<file path="src/hdl/kpi_pkg.sv">
package kpi_pkg;

  localparam int POINT_DEPTH = 256;
  localparam int PT_AW       = $clog2(POINT_DEPTH);
  localparam int PT_CW       = $clog2(POINT_DEPTH + 1);

  localparam int MODE_W   = 3;
  localparam int TIME_W   = 32;
  localparam int PTIME_W  = 24;
  localparam int LEVEL_W  = 8;
  localparam int STATUS_W = 2;
  localparam int POINT_W  = PTIME_W + LEVEL_W;

  localparam int DIFF_W  = TIME_W + 1;
  localparam int DL_W    = LEVEL_W + 1;
  localparam int NUM_W   = DIFF_W + DL_W;
  localparam int MAG_W   = NUM_W - 1;
  localparam int SPAN_W  = PTIME_W + 1;
  localparam int DVS_W   = PTIME_W;
  localparam int DIV_CW  = $clog2(MAG_W + 1);
  localparam int VAL_W   = MAG_W + 2;

  localparam logic [LEVEL_W-1:0] LEVEL_MAX = 8'd255;

  localparam logic [MODE_W-1:0] MODE_LOAD  = 3'd0;
  localparam logic [MODE_W-1:0] MODE_ARM   = 3'd1;
  localparam logic [MODE_W-1:0] MODE_START = 3'd2;
  localparam logic [MODE_W-1:0] MODE_TICK  = 3'd3;
  localparam logic [MODE_W-1:0] MODE_STOP  = 3'd4;

  localparam logic [STATUS_W-1:0] ST_FREE = 2'd0;
  localparam logic [STATUS_W-1:0] ST_WAIT = 2'd1;
  localparam logic [STATUS_W-1:0] ST_RUN  = 2'd2;

  localparam int RES_W = 3;
  localparam logic [RES_W-1:0] RES_NONE   = 3'd0;
  localparam logic [RES_W-1:0] RES_IDLE   = 3'd1;
  localparam logic [RES_W-1:0] RES_DRIVE0 = 3'd2;
  localparam logic [RES_W-1:0] RES_SPAN0  = 3'd3;
  localparam logic [RES_W-1:0] RES_INTERP = 3'd4;

  typedef struct packed {
    logic             cap;
    logic             load;
    logic             clear;
    logic             arm_read;
    logic             arm_set;
    logic             start;
    logic             adv;
    logic             fetch_read;
    logic             fetch_set;
    logic             mul;
    logic             div_start;
    logic [RES_W-1:0] res_sel;
    logic             out_load;
  } kpi_cmd_t;

  typedef struct packed {
    logic [MODE_W-1:0]   mode;
    logic                enable;
    logic [STATUS_W-1:0] chan_status;
    logic                few_points;
    logic                store_full;
    logic                next_valid;
    logic                cur_valid;
    logic                passed;
    logic                has_more;
    logic                span_zero;
    logic                div_busy;
    logic                out_free;
  } kpi_stat_t;

endpackage

</file>
<file path="src/hdl/kpi_ctrl.sv">
module kpi_ctrl import kpi_pkg::*; (
  input  logic      clk,
  input  logic      rst,
  input  logic      in_valid,
  output logic      in_ready,
  input  kpi_stat_t stat,
  output kpi_cmd_t  cmd
);

  localparam int SW = 4;
  localparam logic [SW-1:0] S_IDLE  = 4'd0;
  localparam logic [SW-1:0] S_DEC   = 4'd1;
  localparam logic [SW-1:0] S_ARM   = 4'd2;
  localparam logic [SW-1:0] S_FETCH = 4'd3;
  localparam logic [SW-1:0] S_MUL   = 4'd4;
  localparam logic [SW-1:0] S_DIVI  = 4'd5;
  localparam logic [SW-1:0] S_DIV   = 4'd6;
  localparam logic [SW-1:0] S_FIN   = 4'd7;
  localparam logic [SW-1:0] S_OUT   = 4'd8;

  logic [SW-1:0] state;
  logic [SW-1:0] state_next;

  assign in_ready = (state == S_IDLE) && !rst;

  always_ff @(posedge clk) begin
    if (rst) begin
      state <= S_IDLE;
    end else begin
      state <= state_next;
    end
  end

  always_comb begin
    cmd        = '0;
    state_next = state;
    unique case (state)
      S_IDLE: begin
        if (in_valid && in_ready) begin
          cmd.cap    = 1'b1;
          state_next = S_DEC;
        end
      end
      S_DEC: begin
        cmd.res_sel = RES_IDLE;
        state_next  = S_OUT;
        if (stat.mode == MODE_STOP) begin
          cmd.clear   = 1'b1;
          cmd.res_sel = RES_DRIVE0;
        end else if (stat.enable) begin
          unique case (stat.mode)
            MODE_LOAD: begin
              cmd.load = (stat.chan_status == ST_FREE) && !stat.store_full;
            end
            MODE_ARM: begin
              if (stat.chan_status == ST_FREE) begin
                if (stat.few_points) begin
                  cmd.clear   = 1'b1;
                  cmd.res_sel = RES_DRIVE0;
                end else begin
                  cmd.arm_read = 1'b1;
                  state_next   = S_ARM;
                end
              end
            end
            MODE_START: begin
              if (stat.chan_status == ST_WAIT) begin
                cmd.start   = 1'b1;
                cmd.res_sel = RES_DRIVE0;
              end
            end
            MODE_TICK: begin
              if (stat.chan_status == ST_RUN && stat.next_valid) begin
                if (stat.passed) begin
                  cmd.adv = 1'b1;
                  if (stat.has_more) begin
                    cmd.fetch_read = 1'b1;
                    cmd.res_sel    = RES_NONE;
                    state_next     = S_FETCH;
                  end else begin
                    cmd.clear   = 1'b1;
                    cmd.res_sel = RES_DRIVE0;
                  end
                end else if (stat.cur_valid) begin
                  cmd.res_sel = RES_NONE;
                  state_next  = S_MUL;
                end
              end
            end
            default: begin
            end
          endcase
        end
      end
      S_ARM: begin
        cmd.arm_set = 1'b1;
        state_next  = S_OUT;
      end
      S_FETCH: begin
        cmd.fetch_set = 1'b1;
        state_next    = S_MUL;
      end
      S_MUL: begin
        cmd.mul    = 1'b1;
        state_next = S_DIVI;
      end
      S_DIVI: begin
        if (stat.span_zero) begin
          cmd.res_sel = RES_SPAN0;
          state_next  = S_OUT;
        end else begin
          cmd.div_start = 1'b1;
          state_next    = S_DIV;
        end
      end
      S_DIV: begin
        if (!stat.div_busy) begin
          state_next = S_FIN;
        end
      end
      S_FIN: begin
        cmd.res_sel = RES_INTERP;
        state_next  = S_OUT;
      end
      S_OUT: begin
        if (stat.out_free) begin
          cmd.out_load = 1'b1;
          state_next   = S_IDLE;
        end
      end
      default: begin
        state_next = S_IDLE;
      end
    endcase
  end

endmodule

</file>
<file path="config.mk">
export PLATFORM = sky130hd
export DESIGN_NAME = kpi_ctrl
export DESIGN_NICKNAME = d
export VERILOG_FILES = /design/src/hdl/kpi_pkg.sv /design/src/hdl/kpi_ctrl.sv
export SDC_FILE = /design/constraint.sdc
export NUM_CORES = 1
export LEC_CHECK = 0
export BUFFER_PORTS_ARGS = -buffer_cell sky130_fd_sc_hd__buf_2
export CORE_MARGIN = 5
export CORE_UTILIZATION = 42
export DETAILED_ROUTE_END_ITERATION = 12
export PLACE_DENSITY_LB_ADDON = 0.12
export SETUP_SLACK_MARGIN = 0.4
export SLEW_MARGIN = 20
export SYNTH_ARGS = -nofsm -noshare
export SYNTH_HDL_FRONTEND = slang
export SYNTH_SLANG_ARGS = --single-unit
</file>
<file path="constraint.sdc">
create_clock -name clk -period 2.3 [get_ports clk]
set_clock_uncertainty 0.2 [all_clocks]
set_input_delay 0.46 -clock clk [delete_from_list [all_inputs] [get_ports clk]]
set_output_delay 0.46 -clock clk [all_outputs]
set_load 0.005 [all_outputs]
</file>
; ---- After elaboration in Yosys (flattened, before gate mapping)
; Cells that the tools add are included.
[totals]
register_bits = 4
input_bits = 18
wordCells = 87
[classes]
n_eq_ne = 17
n_mux = 58
n_reduce_logical = 11
[ops]
columns = cell, n
row1 = 2-to-1 mux 4 bit, 12
row2 = case mux 4 bit (8 select lines), 1
row3 = 2-to-1 mux 3 bit, 9
row4 = 2-to-1 mux 1 bit, 23
row5 = 2-to-1 mux 2 bit, 9
row6 = case mux 3 bit (3 select lines), 2
row7 = "== test 4 x 3 -> 1 bit, second input constant", 4
row8 = "== test 4 x 2 -> 1 bit, second input constant", 2
row9 = case mux 4 bit (2 select lines), 1
row10 = "== test 3 x 2 -> 1 bit, second input constant", 2
row11 = "== test 4 x 1 -> 1 bit, second input constant", 1
row12 = "== test 4 bit, second input constant", 1
row13 = logical AND 1 bit, 4
row14 = logical NOT 4 bit, 1
row15 = "inequality test 2 bit, second input constant", 2
row16 = "== test 3 x 1 -> 1 bit, second input constant", 1
row17 = "== test 3 bit, second input constant", 1
row18 = logical NOT 3 bit, 1
row19 = AND reduction 3 bit, 1
row20 = "== test 2 x 1 -> 1 bit, second input constant", 1
row21 = "== test 2 bit, second input constant", 1
row22 = logical NOT 1 bit, 2
row23 = logical NOT 2 bit, 1
row24 = "inequality test 2 x 1 -> 1 bit, second input constant", 1
row25 = other kinds (2), 2

; ---- Depth between registers and ports, before layout
[depth]
word_depth = 7
ltp_mapped = 5
mapped_depth_nobuf = 4

; ---- Worst setup path before layout
; No wires, ideal clock.
[synth_timing]
kind = input to output
from = in stat[13] (netlist name)
to = out cmd[2] (netlist name)
arrival_ns = 1.494
t_required_ns = 1.640
setup_slack_ns = 0.146
stages = 5
path_cell_list = clkbuf_1 or4b_1 o31ai_1 a21oi_1 o21ai_0
[synth_rtl]
columns = element, line_no
row1 = from (decl), kpi_ctrl.sv:6  ; input kpi_stat_t stat,
row2 = to (decl), kpi_ctrl.sv:7  ; output kpi_cmd_t cmd

==> results.rst <==
.. list-table::
   :header-rows: 1

   * - Metric
     - Value
   * - Inserted Clock Buffers
     - 3
   * - Final setup violation count
     - 0
   * - Maximum net fanout on the critical path
     - 3
   * - 1st-iter DRT viols
     - 10
   * - Final setup margin
     - 0.0503 ns
   * - Biggest register
     - state
   * - Max-slew violation count
     - 0
   * - Adder-cell area share of the yosys netlist
     - 0%
   * - Xor and xnor area share after synthesis
     - 0%
   * - Distinct cell type count of the synthesized netlist
     - 33
   * - Starting density of the core
     - ~45%
   * - Placement-stage worst setup slack
     - roughly 0.05 ns
   * - Required time worst endpoint
     - approximately 1.6 ns
   * - Later-pin clock latency in the skew report
     - about 0.23 ns
   * - Num rows
     - 13
   * - Final HPWL DP
     - ~1300 µm
   * - Crit path DAT
     - approximately 1.6 ns
   * - GR Overflow Total
     - 0
   * - Seq/Total Area, Yosys
     - between 10% and 20%
   * - Fraction of layout cells with a size suffix above 1
     - around 52%
   * - Areal power density over the cells
     - approximately 340 mW/mm²
   * - Routed length per instance
     - approximately 13 µm
   * - Top flop regs
     - state x4
   * - Deepest level of the CTS H-tree
     - 1
   * - Yosys top cell area share
     - a little over an eighth
   * - Number of sinks handled by clock tree synthesis
     - 4
   * - Final critical-path share of the clock period
     - 97.8%
   * - Width of the die
     - 47.6 µm
   * - Net count reported at finish
     - between 100 and 150
   * - Post-synthesis sequential element count
     - 4
   * - Mapped Cells
     - 87
   * - Detailed-routing iteration count for the pre-antenna-repair pass
     - 4
   * - Worst voltage drop across the vdd grid
     - slightly below 0.0003 V
   * - Root buffer cell
     - sky130_fd_sc_hd__clkbuf_4
   * - Final Instance Area
     - roughly 940 µm²
   * - Area of the die
     - around 0.0023 mm²
   * - Initial antenna violation count
     - 0
   * - Dominant combinational cell family by area after synthesis
     - simple AND/OR/NAND/NOR gates
   * - Total Routed Length
     - ~1800 µm
   * - Last weighted congestion value of the routability-driven placer
     - ~0.83
   * - Worst path slowest cell
     - sky130_fd_sc_hd__or4b_4
   * - First-pass GRT wire length
     - 2680 µm
   * - Max-slew headroom
     - roughly 73%
   * - Worst R2R Setup Slack
     - 0.48 ns
   * - Setup crit start kind
     - register
   * - Post-Syn Area per Cell
     - 6.82 µm²
   * - Mux contribution to synthesized area
     - 0%
   * - Unrepaired setup endpoints after global routing
     - yes
   * - Syn_nets
     - around 110
   * - Port Buffers
     - 33
   * - Synthesis warning total
     - 0
   * - Lkg Pwr
     - between 0.0004 and 0.0005 µW
   * - Antenna diode count
     - 0
   * - Core area
     - ~0.0013 mm²
   * - Worst hold path type
     - primary input to register
   * - Die Ht
     - between 40 and 50 µm
   * - Via-per-instance ratio
     - 5.54
   * - Clock tree from TritonCTS
     - built
   * - DRT antenna net count
     - 0
   * - Number of fill cells in the layout
     - 110
   * - Placed instance area
     - 811 µm²
   * - Number of maximum-capacitance constraint violations
     - 0
   * - Layout-stage area growth over the synthesis result
     - 59.1%
   * - Leading post-synthesis cells by cell area
     - sky130_fd_sc_hd__dfxtp_1 14%, sky130_fd_sc_hd__nand3b_1 7.6%, sky130_fd_sc_hd__a21oi_1 5.1%
   * - Total negative slack for setup checks
     - 0 ns
   * - Total via count after detailed routing
     - between 700 and 800
   * - Post-synthesis instance area
     - a little under 600 µm²
   * - DRC violations left
     - 0
   * - CTS clk-pin slew, worst paths
     - 0.04 ns
   * - Final hold violations
     - 0
   * - Largest incremental delay on the critical path
     - 0.56 ns
   * - Number of flip-flops in the largest register
     - 4
   * - Number of global-route vias before repair
     - between 600 and 700
   * - Highest Clock Rate
     - 445 MHz
   * - Slew @ Worst Pin
     - roughly 0.40 ns
   * - Endpoint kind of the worst setup timing path
     - primary output
   * - Result of the run
     - finished, final reports clean
   * - Fin util
     - a little under three quarters
   * - Yosys top cell by area
     - sky130_fd_sc_hd__dfxtp_1
   * - Pin count of the biggest net entering global routing
     - 15
   * - Compound-gate portion of the synthesized area
     - between 20% and 30%
   * - Ordered list of cells on the worst path
     - or4b_4 -> nor4_4 -> and2_1 -> buf_2
   * - Shortest period the worst path allows
     - about 2.2 ns
   * - IO Count
     - 34
   * - Maximum buffer depth of the clock tree
     - 2
   * - Total track usage
     - between 10% and 20%
   * - CP Class
     - register to primary output
   * - Simple-gate share of the synthesized area
     - a little under three fifths
==> timing repair <==
item                       in CTS  in global routing
setup endpoints to repair       9                 13
hold buffers                    0                  0
setup buffers                   4                  1
gates resized for setup         8                 10
pin swaps                      11                  1
==> cells by family (layout without fill, tap and decap cells) <==
family | after synthesis | after routing
buffers and inverters | 11 | 52
and+or+nand+nor | 51 | 51
DFF | 4 | 4
AOI/OAI and AO/OA | 21 | 21
==> cells in the mapped netlist <==
cell / number
sky130_fd_sc_hd__and4b_1: 1
sky130_fd_sc_hd__or3b_2: 3
sky130_fd_sc_hd__nor2b_1: 1
sky130_fd_sc_hd__nand4bb_1: 1
sky130_fd_sc_hd__nor4_1: 4
sky130_fd_sc_hd__nor4_4: 1
sky130_fd_sc_hd__a31oi_1: 1
sky130_fd_sc_hd__o21bai_1: 1
sky130_fd_sc_hd__nand3_1: 2
sky130_fd_sc_hd__nand2b_1: 3
sky130_fd_sc_hd__a41oi_1: 1
sky130_fd_sc_hd__nand4_1: 2
sky130_fd_sc_hd__dfxtp_1: 4
sky130_fd_sc_hd__and4_1: 1
sky130_fd_sc_hd__and2_1: 2
sky130_fd_sc_hd__inv_1: 6
sky130_fd_sc_hd__or4b_1: 1
sky130_fd_sc_hd__or4b_4: 1
sky130_fd_sc_hd__a41o_1: 1
sky130_fd_sc_hd__nor3_1: 2
sky130_fd_sc_hd__nor3b_1: 1
sky130_fd_sc_hd__nand3b_1: 6
sky130_fd_sc_hd__nor4b_1: 2
sky130_fd_sc_hd__clkbuf_1: 5
sky130_fd_sc_hd__a21oi_1: 6
sky130_fd_sc_hd__nand2_1: 7
sky130_fd_sc_hd__nor2_1: 8
sky130_fd_sc_hd__o211ai_1: 1
sky130_fd_sc_hd__a21o_1: 2
sky130_fd_sc_hd__o31ai_1: 2
sky130_fd_sc_hd__nand3_2: 1
sky130_fd_sc_hd__and3b_1: 1
sky130_fd_sc_hd__o21ai_0: 6
==> layout make-up <==
class                   instances  area [µm²]  share of cell area, %
well taps                      15        18.8                   1.99
flip-flops and latches          4        81.3                   8.62
multi-input cells              72         552                   58.5
clock buffers                   3        22.5                   2.39
repair buffers                 43         246                   26.1
inverters                       6        22.5                   2.39
==> layer usage <==
layer  vias to the layer above  GRT usage [%]  routed length [µm]
met5                         -              0                   0
met4                         0           3.23                   0
met3                         0           3.38                 118
met2                        27           28.9                 899
met1                       357           19.6                 776
li1                        408              -                   -
==> worst paths after layout <==
kind             from       end  depth (start not counted)
max reg2reg  state[3]  state[2]                          6
max          state[3]    cmd[8]                          4
min reg2reg  state[2]  state[1]                          3
min               rst  state[3]                          2
==> cell usage in the layout (no fill, tap or decap), types with 3 or more instances in the layout <==
cell type and n:
sky130_fd_sc_hd__nand3b_1 6, sky130_fd_sc_hd__a21oi_1 4, sky130_fd_sc_hd__dfxtp_1 3, sky130_fd_sc_hd__buf_4 10, sky130_fd_sc_hd__clkbuf_4 3, sky130_fd_sc_hd__nor2_1 5
sky130_fd_sc_hd__nand2_1 7, sky130_fd_sc_hd__nor4_1 3, sky130_fd_sc_hd__inv_1 6, sky130_fd_sc_hd__buf_2 32, sky130_fd_sc_hd__o21ai_0 4
==> report_power, final <==
group / leakage [µW] / internal, µW / switching [µW]
clock: 0.0000138 / 58.2 / 26.7
combinational: 0.000409 / 74.9 / 78.4
sequential: 0.0000330 / 75.4 / 2.73
==> critical path: cells and delay by family, from the launching register on <==
family                 cells  cell delay [ns]
and+or+nand+nor            3             0.94
DFF                        1             0.31
buffers and inverters      1             0.11
==> through the flow <==
step                      hold slack [ns]  instances  power (µW)
after global routing                0.262        143         340
after global placement              0.481        135         206
after detailed placement            0.485        135         209
after floorplan                     0.329         87         156
after CTS                           0.240        142         310
final                               0.254        143         316
No activity file was read; power rests on OpenSTA's default activity.
